`src/hw/rtl/bitmap_allocator_find_first_free_core_defines.svh`:
```
// assertion macros used by the bitmap allocator controller
`ifndef BITMAP_ALLOCATOR_FIND_FIRST_FREE_CORE_DEFINES_SVH
`define BITMAP_ALLOCATOR_FIND_FIRST_FREE_CORE_DEFINES_SVH

// same-cycle implication, checked on clk, off during reset
`define BMF_ASSERT_NOW(label, ante, cons, msg) \
    label: assert property (@(posedge clk) disable iff (!rst_n) (ante) |-> (cons)) \
        else $error(msg);

// next-cycle implication, checked on clk, off during reset
`define BMF_ASSERT_NEXT(label, ante, cons, msg) \
    label: assert property (@(posedge clk) disable iff (!rst_n) (ante) |=> (cons)) \
        else $error(msg);

`endif

```
`src/hw/rtl/bmf_pkg.sv`:
```
// types, constants and helpers for the bitmap allocator
`default_nettype none

package bmf_pkg;

    localparam int NUM_WORDS_DEF = 1024;
    localparam int WORD_W        = 32;
    localparam int CFG_W         = 11;
    localparam int IDX_W         = 10;
    localparam int BIT_W         = 5;

    localparam logic [CFG_W-1:0]  WIU_RESET = 11'd1024;
    localparam logic [WORD_W-1:0] FULL_WORD = 32'hffff_ffff;

    typedef enum logic [1:0] {
        OP_SET   = 2'd0,
        OP_CLEAR = 2'd1,
        OP_TEST  = 2'd2,
        OP_FIND  = 2'd3
    } op_t;

    typedef struct packed {
        op_t              opcode;
        logic [IDX_W-1:0] word_index;
        logic [BIT_W-1:0] bit_offset;
    } req_t;

    typedef struct packed {
        logic             found;
        logic [IDX_W-1:0] free_word;
        logic [BIT_W-1:0] free_bit;
        logic             bit_value;
    } rsp_t;

    typedef enum logic [2:0] {
        ST_CLEAR      = 3'd0,
        ST_IDLE       = 3'd1,
        ST_READ       = 3'd2,
        ST_MODIFY     = 3'd3,
        ST_FIND_READ  = 3'd4,
        ST_FIND_CHECK = 3'd5
    } state_t;

    typedef enum logic [1:0] {
        RES_ACCESS = 2'd0,
        RES_FIND   = 2'd1,
        RES_NONE   = 2'd2
    } res_sel_t;

    // controller to datapath
    typedef struct packed {
        logic     latch_item;
        logic     scan_clr;
        logic     scan_inc;
        logic     addr_scan;
        logic     ram_rd;
        logic     ram_wr;
        logic     wr_zero;
        logic     load_result;
        res_sel_t res_sel;
    } cmd_t;

    // datapath to controller
    typedef struct packed {
        op_t  in_opcode;
        op_t  opcode;
        logic in_range;
        logic clear_last;
        logic scan_empty;
        logic scan_last;
        logic word_full;
    } status_t;

    // offset of the lowest clear bit; isolate it as a one-hot, then encode
    function automatic logic [BIT_W-1:0] first_zero(input logic [WORD_W-1:0] word);
        logic [WORD_W-1:0] onehot;
        logic [BIT_W-1:0]  idx;
        onehot = ~word & (word + WORD_W'(1));
        idx    = '0;
        for (int k = 0; k < BIT_W; k++) begin
            for (int b = 0; b < WORD_W; b++) begin
                if (((b >> k) & 1) == 1) begin
                    idx[k] = idx[k] | onehot[b];
                end
            end
        end
        return idx;
    endfunction

endpackage

`default_nettype wire

```
`src/hw/rtl/bmf_ctrl.sv`:
```
// controller state machine for the bitmap allocator
`default_nettype none
`include "bitmap_allocator_find_first_free_core_defines.svh"

module bmf_ctrl (
    input  wire logic             clk,
    input  wire logic             rst_n,
    input  wire logic             in_valid,
    output logic                  in_stall,
    output logic                  out_valid,
    input  wire logic             out_stall,
    input  wire bmf_pkg::status_t status,
    output bmf_pkg::cmd_t         cmd
);

    bmf_pkg::state_t state_reg;
    bmf_pkg::state_t state_next;
    logic            out_valid_reg;
    logic            out_free;
    logic            is_write_op;
    logic            access_start;

    assign out_free    = !out_valid_reg || !out_stall;
    assign is_write_op = (status.opcode == bmf_pkg::OP_SET) ||
                         (status.opcode == bmf_pkg::OP_CLEAR);

    // state register
    always_ff @(posedge clk or negedge rst_n)
    begin
        if (!rst_n)
        begin
            state_reg <= bmf_pkg::ST_CLEAR;
        end
        else
        begin
            state_reg <= state_next;
        end
    end

    // next state
    always_comb
    begin
        state_next = state_reg;
        case (state_reg)
            bmf_pkg::ST_CLEAR:
            begin
                if (status.clear_last)
                begin
                    state_next = bmf_pkg::ST_IDLE;
                end
            end
            bmf_pkg::ST_IDLE:
            begin
                if (in_valid)
                begin
                    if (status.in_opcode == bmf_pkg::OP_FIND)
                    begin
                        state_next = bmf_pkg::ST_FIND_READ;
                    end
                    else
                    begin
                        state_next = bmf_pkg::ST_READ;
                    end
                end
            end
            bmf_pkg::ST_READ:
            begin
                state_next = bmf_pkg::ST_MODIFY;
            end
            bmf_pkg::ST_MODIFY:
            begin
                if (out_free)
                begin
                    state_next = bmf_pkg::ST_IDLE;
                end
            end
            bmf_pkg::ST_FIND_READ:
            begin
                if (!status.scan_empty)
                begin
                    state_next = bmf_pkg::ST_FIND_CHECK;
                end
                else if (out_free)
                begin
                    state_next = bmf_pkg::ST_IDLE;
                end
            end
            bmf_pkg::ST_FIND_CHECK:
            begin
                if (!status.word_full || status.scan_last)
                begin
                    if (out_free)
                    begin
                        state_next = bmf_pkg::ST_IDLE;
                    end
                end
                else
                begin
                    state_next = bmf_pkg::ST_FIND_READ;
                end
            end
            default:
            begin
                state_next = bmf_pkg::ST_IDLE;
            end
        endcase
    end

    // commands to the datapath
    always_comb
    begin
        cmd      = '0;
        in_stall = (state_reg != bmf_pkg::ST_IDLE);
        case (state_reg)
            bmf_pkg::ST_CLEAR:
            begin
                cmd.ram_wr    = 1'b1;
                cmd.wr_zero   = 1'b1;
                cmd.addr_scan = 1'b1;
                cmd.scan_inc  = 1'b1;
            end
            bmf_pkg::ST_IDLE:
            begin
                cmd.latch_item = in_valid;
                cmd.scan_clr   = in_valid;
            end
            bmf_pkg::ST_READ:
            begin
                cmd.ram_rd = 1'b1;
            end
            bmf_pkg::ST_MODIFY:
            begin
                if (out_free)
                begin
                    cmd.load_result = 1'b1;
                    cmd.res_sel     = bmf_pkg::RES_ACCESS;
                    cmd.ram_wr      = is_write_op && status.in_range;
                end
            end
            bmf_pkg::ST_FIND_READ:
            begin
                if (status.scan_empty)
                begin
                    cmd.load_result = out_free;
                    cmd.res_sel     = bmf_pkg::RES_NONE;
                end
                else
                begin
                    cmd.ram_rd    = 1'b1;
                    cmd.addr_scan = 1'b1;
                end
            end
            bmf_pkg::ST_FIND_CHECK:
            begin
                if (!status.word_full)
                begin
                    cmd.load_result = out_free;
                    cmd.res_sel     = bmf_pkg::RES_FIND;
                end
                else if (status.scan_last)
                begin
                    cmd.load_result = out_free;
                    cmd.res_sel     = bmf_pkg::RES_NONE;
                end
                else
                begin
                    cmd.scan_inc = 1'b1;
                end
            end
            default:
            begin
                cmd = '0;
            end
        endcase
    end

    // output word valid
    always_ff @(posedge clk or negedge rst_n)
    begin
        if (!rst_n)
        begin
            out_valid_reg <= 1'b0;
        end
        else if (cmd.load_result)
        begin
            out_valid_reg <= 1'b1;
        end
        else if (!out_stall)
        begin
            out_valid_reg <= 1'b0;
        end
    end

    assign out_valid = out_valid_reg;

    // accepted set, clear or test word
    assign access_start = in_valid && !in_stall && (status.in_opcode != bmf_pkg::OP_FIND);

    // a new result never overwrites a word still waiting to be taken
    `BMF_ASSERT_NOW(a_no_overwrite, cmd.load_result, !out_valid_reg || !out_stall, "result overwritten")
    // memory is never written while waiting for a request
    `BMF_ASSERT_NOW(a_no_idle_write, state_reg == bmf_pkg::ST_IDLE, !cmd.ram_wr, "write in idle")
    // an accepted set, clear or test goes straight to its read
    `BMF_ASSERT_NEXT(a_access_path, access_start, state_reg == bmf_pkg::ST_READ, "access did not start")

endmodule

`default_nettype wire

```
`config.mk`:
```
export PLATFORM = sky130hd
export DESIGN_NAME = bmf_ctrl
export DESIGN_NICKNAME = d
export VERILOG_FILES = /design/src/hw/rtl/bmf_pkg.sv /design/src/hw/rtl/bmf_ctrl.sv
export VERILOG_INCLUDE_DIRS = /design/src /design/src/hw/rtl
export SDC_FILE = /design/constraint.sdc
export NUM_CORES = 1
export LEC_CHECK = 0
export ABC_CLOCK_PERIOD_IN_PS = 1700
export BUFFER_PORTS_ARGS = -buffer_cell sky130_fd_sc_hd__buf_4
export CAP_MARGIN = 20
export CORE_AREA = 8 8 45 47
export DETAILED_ROUTE_END_ITERATION = 16
export DIE_AREA = 0 0 53 55
export GPL_ROUTABILITY_DRIVEN = 0
export PLACE_DENSITY = 0.72
export SETUP_SLACK_MARGIN = 0.05
export SKIP_LAST_GASP = 1
export SLEW_MARGIN = 20
export SYNTH_ARGS = -nofsm -noshare
export SYNTH_HDL_FRONTEND = slang
export SYNTH_SLANG_ARGS = --single-unit
```
`constraint.sdc`:
```
create_clock -name clk -period 1.7 [get_ports clk]
set_input_delay 0.34 -clock clk [delete_from_list [all_inputs] [get_ports clk]]
set_output_delay 0.34 -clock clk [all_outputs]
set_load 0.02 [all_outputs]
```
==> reports/metrics.csv, run 1 <==
stage,metric,value,unit
yosys,post_synthesis_instance_area,413,sq um
final_layout,largest_reg_flops,3,
clocking,worst_skew_pair.late_latency,0.24,ns
worst_setup_path,setup.worst_path.class,flop to output port,
final_layout,top_library_cells_by_usage_in_the_layout_fill_and_taps_aside,"30 x sky130_fd_sc_hd__buf_4, 8 x sky130_fd_sc_hd__nand2_1, 8 x sky130_fd_sc_hd__buf_6",
final_layout,most_common_library_cell_in_the_layout_ignoring_fill_and_taps,sky130_fd_sc_hd__buf_4,
worst_setup_path,cp_cell_sequence,inv_4 > ha_4 > nand3_4 > o32a_1 > a21oi_4 > buf_6,
yosys,post_synth_inst_count,57,
job,maxCapViolCount,0,
worst_setup_path,critical-path-top-delay-family,compound AO/OA/AOI/OAI gates,
timing,finalWorstPathRequiredPeriod,1.86,ns
final_layout,nets,112,
place,dp_slack,0.0300,ns
worst_setup_path,cp-start-kind,flop,
clocking,clock-root-buffer,sky130_fd_sc_hd__clkbuf_4,
place,numPortBuffers,23,
timing,slew_headroom,88.2,%
floorplanning,placement_rows,14,
worst_setup_path,r2r_cells,6,
final_layout,stdcell_area,842,sq um
clocking,cts_num_sinks,4,
worst_setup_path,critical_path_buf_inv_count,2,
power_and_ir_drop,totalPowerFinal,1.52,mW
worst_setup_path,reg2reg_from,state_reg[1]$_DFFE_PN0P_,
global_routing,grt_first_pass_wirelength,2.51,mm
timing,clock.fmax,539,MHz
drt,iteration_0_drc_count_of_the_detailed_router,21,
drt,drt-total-wl,1.69,mm
global_routing,m2_gr_usage,20.1,%
final_layout,post_route_cells_drive_above_1_share,63.2,%
timing,final-setup-viol-count,4,
drt,average_routed_wire_per_standard_cell,15.2,microns
power_and_ir_drop,power.ir.vdd_worst,926,uV
timing,timing.final.hold_violations,0,
yosys,yosys_warnings,0,
yosys,avgSynthCellArea,7.24,sq um
hold_path,worst_min_delay_path_startpoint,status[3],
timing,whs,0.366,ns
global_routing,met3_usage,2.14,%
clocking,cts_max_path_buffers,2,
power_and_ir_drop,power.density_cell_area,1800,nW/um^2
final_layout,antennaDiodeCount,0,
yosys,synth_fp_nets,72,
final_layout,end_of_flow_core_utilization,60.8,%
clocking,tritoncts,built,
hold_path,hold_path_depth,2,
yosys,synth.distinct_cells,25,
global_routing,grt_remaining_overflow,0,
worst_setup_path,timing.critical_path.required,1.36,ns
clocking,worst_setup_hold_path_clk_slew,0.04,ns
final_layout,syn2layout_area_growth,104,%
worst_setup_path,cp-end-kind,output port,
clocking,htree_num_levels,1,
place,place.detailed.hpwl,1.06,mm
global_routing,grt_start_max_net_pins,8,
power_and_ir_drop,power_leakage,0.395,nW
global_routing,track_usage,11.6,%
timing,setup_ws,-0.155,ns
global_routing,first_global_vias,618,
timing,fin_crit_sh,109,%
yosys,synth.yosys.seq_area_share,24.2,%
floorplanning,start_util,29.8,%
timing,tightestPinTransition,0.176,ns
hold_path,hold_path_class,primary input to flop,
timing,drv_slew,0,
drt,drtPass1Iterations,6,
clocking,numCtsBuffers,3,
drt,vias,581,
floorplanning,die_area,2920,sq um
global_routing,global_route_met1_utilization,11.8,%
floorplanning,num_io_pins,25,
worst_setup_path,max_stage_delay,0.40,ns
worst_setup_path,standard_cell_with_the_maximum_stage_delay_on_the_critical_path,sky130_fd_sc_hd__dfrtp_1,
place,post_dp_cell_area,636,sq um
worst_setup_path,timing.critical_path.fanout_max,3,
floorplanning,floorplan.die.height,55,microns
status,failed_checks,setup timing,
drt,vias_per_std_cell,5.23,
floorplanning,die_x,53,microns
timing,finClkSkew,0.00454,ns
timing,grt_setup_unrepaired,yes,
yosys,synth_seq_cells,4,
drt,drcViolationCount,0,
global_routing,grt_busiest_layer,met2,
status,status,finished with violations,
floorplanning,fp.coreArea,1380,sq um
worst_setup_path,setup.worst_path.start,state_reg[1]$_DFFE_PN0P_,
worst_setup_path,crit_cells,6,
worst_setup_path,critical_path_arrival,1.52,ns
global_routing,antenna_found_initial,0,
drt,antenna_left,0,
==> layer usage <==
layer / vias to the layer above / routed length [microns] / share of wire [%]
li1: 277 / - / -
met1: 277 / 656 / 39
met2: 21 / 906 / 54
met3: 6 / 71 / 4.2
met4: 0 / 51 / 3.0
met5: - / 0 / 0
==> worst paths after layout <==
kind | endpoint | slack (ns)
setup reg to reg | state_reg[0]$_DFFE_PN0P_ | 0.15
max in group asynchronous | state_reg[0]$_DFFE_PN0P_ | 1.17
hold / removal | state_reg[0]$_DFFE_PN0P_ | 0.37
hold reg to reg | out_valid$_DFFE_PN0P_ | 0.68
min in group asynchronous | state_reg[2]$_DFFE_PN0P_ | 0.42
setup / recovery | cmd[2] | -0.16
==> power by group <==
| part | internal [mW] | switching (mW) | total [mW] |
|---|---|---|---|
| clock | 0.0790 | 0.0402 | 0.119 |
| sequential | 0.134 | 0.0498 | 0.184 |
| combinational | 0.609 | 0.605 | 1.21 |
==> metrics by stage <==
stage / std cells / setup TNS, ns
after floorplan: 57 / 0
after global placement: 96 / 0
after detailed placement: 96 / 0
after CTS: 109 / -0.452
after global routing: 111 / -0.726
final: 111 / -0.302
==> layout make-up <==
class                   instances  area (sq um)
flip-flops and latches          4           103
inverters                       3          13.8
well taps                      16          20.0
multi-input cells              46           358
fillers                       124           542
repair buffers                 39           325
clock buffers                   3          22.5
==> what timing repair did <==
action | 4_1_cts | 5_1_grt
hold endpoints to repair | 4 | 0
pin swaps | 7 | 6
endpoints found under the setup margin | 8 | 12
setup buffers | 9 | 3
hold buffers | 1 | 0
resized for setup | 18 | 5
==> synthesized netlist by cell type (all sizes together) <==
| library cell | n | share of area, % |
|---|---|---|
| a21oi | 4 | 4.8 |
| nand2b | 3 | 4.5 |
| o32a | 2 | 4.8 |
| nor2b | 1 | 3.3 |
| nor3b | 1 | 1.8 |
| a21o | 1 | 1.8 |
| buf | 4 | 7.6 |
| nand4b | 1 | 2.1 |
| inv | 3 | 2.7 |
| nand4 | 1 | 1.5 |
| nor3 | 2 | 2.4 |
| ha | 2 | 6.1 |
| a31oi | 2 | 3.0 |
| or3 | 1 | 1.5 |
| a22oi | 1 | 1.8 |
| a211oi | 1 | 1.8 |
| and3 | 1 | 2.7 |
| nand3 | 2 | 2.4 |
| nor2 | 9 | 8.8 |
| nand2 | 11 | 10 |
| dfrtp | 4 | 24 |
==> cell families after synthesis <==
family	count (synthesis)	synth area share, %
AOI/OAI and AO/OA	11	18.2
adders and majority gates	2	6.06
buffers and inverters	7	10.3
DFF	4	24.2
and+or+nand+nor	33	41.2
==> worst reg2reg max path: stages (launching register included) <==
cell	delay [ns]
sky130_fd_sc_hd__dfrtp_1	0.40
sky130_fd_sc_hd__buf_4	0.18
sky130_fd_sc_hd__nor2b_4	0.16
sky130_fd_sc_hd__and3_4	0.22
sky130_fd_sc_hd__buf_4	0.11
sky130_fd_sc_hd__nor2_2	0.04
sky130_fd_sc_hd__o32a_1	0.33
Power figures use the tool's default switching activity.
==> inputs of run 2 (changes only) <==
--- a/config.mk
+++ b/config.mk
@@ -13,6 +13,7 @@
 export DETAILED_ROUTE_END_ITERATION = 16
 export DIE_AREA = 0 0 53 55
 export GPL_ROUTABILITY_DRIVEN = 0
+export MAX_ROUTING_LAYER = met4
 export PLACE_DENSITY = 0.72
 export SETUP_SLACK_MARGIN = 0.05
 export SKIP_LAST_GASP = 1
==> reports/metrics.csv, run 2 (synthesis results as in run 1) <==
stage,metric,value,unit,change
timing,finalWorstPathRequiredPeriod,1.86,ns,unchanged
power_and_ir_drop,power.ir.vdd_worst,926,uV,unchanged
status,failed_checks,setup timing,,
clocking,worst_setup_hold_path_clk_slew,0.04,ns,about the same
worst_setup_path,critical-path-top-delay-family,compound AO/OA/AOI/OAI gates,,
drt,average_routed_wire_per_standard_cell,15.2,microns,unchanged
drt,vias,581,,unchanged
global_routing,global_route_met1_utilization,11.9,%,+0.15 points
worst_setup_path,timing.critical_path.fanout_max,3,,unchanged
drt,iteration_0_drc_count_of_the_detailed_router,21,,unchanged
global_routing,grt_remaining_overflow,0,,unchanged
clocking,cts_num_sinks,4,,unchanged
drt,antenna_left,0,,unchanged
worst_setup_path,standard_cell_with_the_maximum_stage_delay_on_the_critical_path,sky130_fd_sc_hd__dfrtp_1,,
drt,drt-total-wl,1.69,mm,unchanged
job,maxCapViolCount,0,,unchanged
final_layout,largest_reg_flops,3,,unchanged
worst_setup_path,timing.critical_path.required,1.36,ns,about the same
clocking,worst_skew_pair.late_latency,0.24,ns,about the same
floorplanning,die_x,53,microns,unchanged
floorplanning,die_area,2920,sq um,unchanged
power_and_ir_drop,cell_internal_pwr,0.822,mW,about the same
global_routing,m2_gr_usage,20.1,%,unchanged
timing,timing.final.hold_violations,0,,unchanged
drt,drtPass1Iterations,6,,unchanged
timing,final.setup.tns,-0.302,ns,unchanged
global_routing,track_usage,11.9,%,+0.35 points
power_and_ir_drop,switching_share,45.8,%,about the same
final_layout,post_route_cells_drive_above_1_share,63.2,%,unchanged
global_routing,antenna_found_initial,0,,unchanged
worst_setup_path,cp-end-kind,output port,,
worst_setup_path,reg2reg_from,state_reg[1]$_DFFE_PN0P_,,
floorplanning,fp.coreArea,1380,sq um,unchanged
worst_setup_path,setup.worst_path.class,flop to output port,,
worst_setup_path,max_stage_delay,0.40,ns,about the same
drt,vias_per_std_cell,5.23,,unchanged
floorplanning,placement_rows,14,,unchanged
timing,drv_slew,0,,unchanged
final_layout,antennaDiodeCount,0,,unchanged
timing,finClkSkew,0.00454,ns,unchanged
power_and_ir_drop,comb_power_share,80.0,%,about the same
final_layout,final.fill_count,124,,unchanged
timing,clock.fmax,539,MHz,unchanged
hold_path,hold_path_class,primary input to flop,,
global_routing,grt_busiest_layer,met2,,
status,status,finished with violations,,
timing,grt_setup_unrepaired,yes,,
final_layout,nets,112,,unchanged
hold_path,worst_min_delay_path_startpoint,status[3],,
worst_setup_path,cp-start-kind,flop,,
power_and_ir_drop,p_sw,0.695,mW,about the same
floorplanning,num_io_pins,25,,unchanged
worst_setup_path,critical_path_arrival,1.52,ns,about the same
timing,tightestPinTransition,0.176,ns,unchanged
power_and_ir_drop,seq_power_share,12.1,%,about the same
final_layout,syn2layout_area_growth,104,%,unchanged
drt,drcViolationCount,0,,unchanged
clocking,tritoncts,built,,
global_routing,grt_first_pass_wirelength,2.51,mm,unchanged
place,place.detailed.hpwl,1.06,mm,unchanged
global_routing,grt_start_max_net_pins,8,,unchanged
power_and_ir_drop,power.density_cell_area,1800,nW/um^2,about the same
worst_setup_path,setup.worst_path.start,state_reg[1]$_DFFE_PN0P_,,
worst_setup_path,cp_cell_sequence,inv_4 > ha_4 > nand3_4 > o32a_1 > a21oi_4 > buf_6,,
clocking,clock-root-buffer,sky130_fd_sc_hd__clkbuf_4,,
timing,final-setup-viol-count,4,,unchanged
global_routing,met3_usage,1.87,%,-0.27 points
global_routing,first_global_vias,620,,+0.32%
floorplanning,floorplan.die.height,55,microns,unchanged
power_and_ir_drop,power_leakage,0.395,nW,unchanged
clocking,htree_num_levels,1,,unchanged
final_layout,most_common_library_cell_in_the_layout_ignoring_fill_and_taps,sky130_fd_sc_hd__buf_4,,
clocking,numCtsBuffers,3,,unchanged
timing,setup_ws,-0.155,ns,unchanged
timing,slew_headroom,88.2,%,unchanged
worst_setup_path,critical_path_buf_inv_count,2,,unchanged
clocking,cts_max_path_buffers,2,,unchanged
power_and_ir_drop,clock_power_share,7.9,%,about the same
place,numPortBuffers,23,,unchanged
timing,fin_crit_sh,109,%,unchanged
timing,whs,0.366,ns,unchanged
floorplanning,start_util,29.8,%,unchanged
final_layout,top_library_cells_by_usage_in_the_layout_fill_and_taps_aside,"30 x sky130_fd_sc_hd__buf_4, 8 x sky130_fd_sc_hd__nand2_1, 8 x sky130_fd_sc_hd__buf_6",,
[run 2: final timing paths]
path / endpoint / slack (ns) / depth (start not counted)
setup / recovery: cmd[2] / -0.16 / 6
hold / removal: state_reg[0]$_DFFE_PN0P_ / 0.37 / 2
setup reg to reg: state_reg[0]$_DFFE_PN0P_ / 0.15 / 6
hold reg to reg: out_valid$_DFFE_PN0P_ / 0.68 / 2
max in group asynchronous: state_reg[0]$_DFFE_PN0P_ / 1.17 / 2
min in group asynchronous: state_reg[2]$_DFFE_PN0P_ / 0.42 / 2
[run 2: metrics by stage]
stage	total power [mW]	std cells	instance area, sq um	util (%)	worst slack (ns)
3_3_place_gp	1.05	96	636	45.9	0.0478
5_1_grt	1.62	111	842	60.8	-0.206
4_1_cts	1.45	109	803	58.0	-0.159
2_1_floorplan	0.766	57	444	-	0.0572
3_5_place_dp	1.06	96	636	45.9	0.0300
6_report	1.52	111	842	60.8	-0.155
[run 2: per-layer routing]
| layer | part of all wire [%] | up-vias | wire [microns] |
|---|---|---|---|
| met1 | 39 | 277 | 662 |
| met4 | 3.0 | 0 | 51 |
| met3 | 3.9 | 6 | 66 |
| li1 | - | 277 | - |
| met2 | 54 | 21 | 906 |
| met5 | 0 | - | 0 |
[run 2: final cells by class]
class                   instances  area, sq um  area share [%]
repair buffers                 39          325            38.6
inverters                       3         13.8            1.63
well taps                      16         20.0            2.38
multi-input cells              46          358            42.5
clock buffers                   3         22.5            2.67
flip-flops and latches          4          103            12.2
[run 2: timing repair]
item | 4_1_cts | 5_1_grt
setup endpoints to repair | 8 | 12
setup buffers | 9 | 3
resized for setup | 18 | 5
pin swaps | 7 | 6
endpoints found under the hold margin | 4 | 0
hold buffers | 1 | 0
[run 2: power groups by stage]
stage	clock, mW	combinational (mW)	sequential [mW]
2_1_floorplan	0	0.603	0.163
3_3_place_gp	0	0.864	0.187
3_5_place_dp	0	0.872	0.189
4_1_cts	0.120	1.15	0.179
5_1_grt	0.135	1.30	0.188
6_report	0.119	1.21	0.184
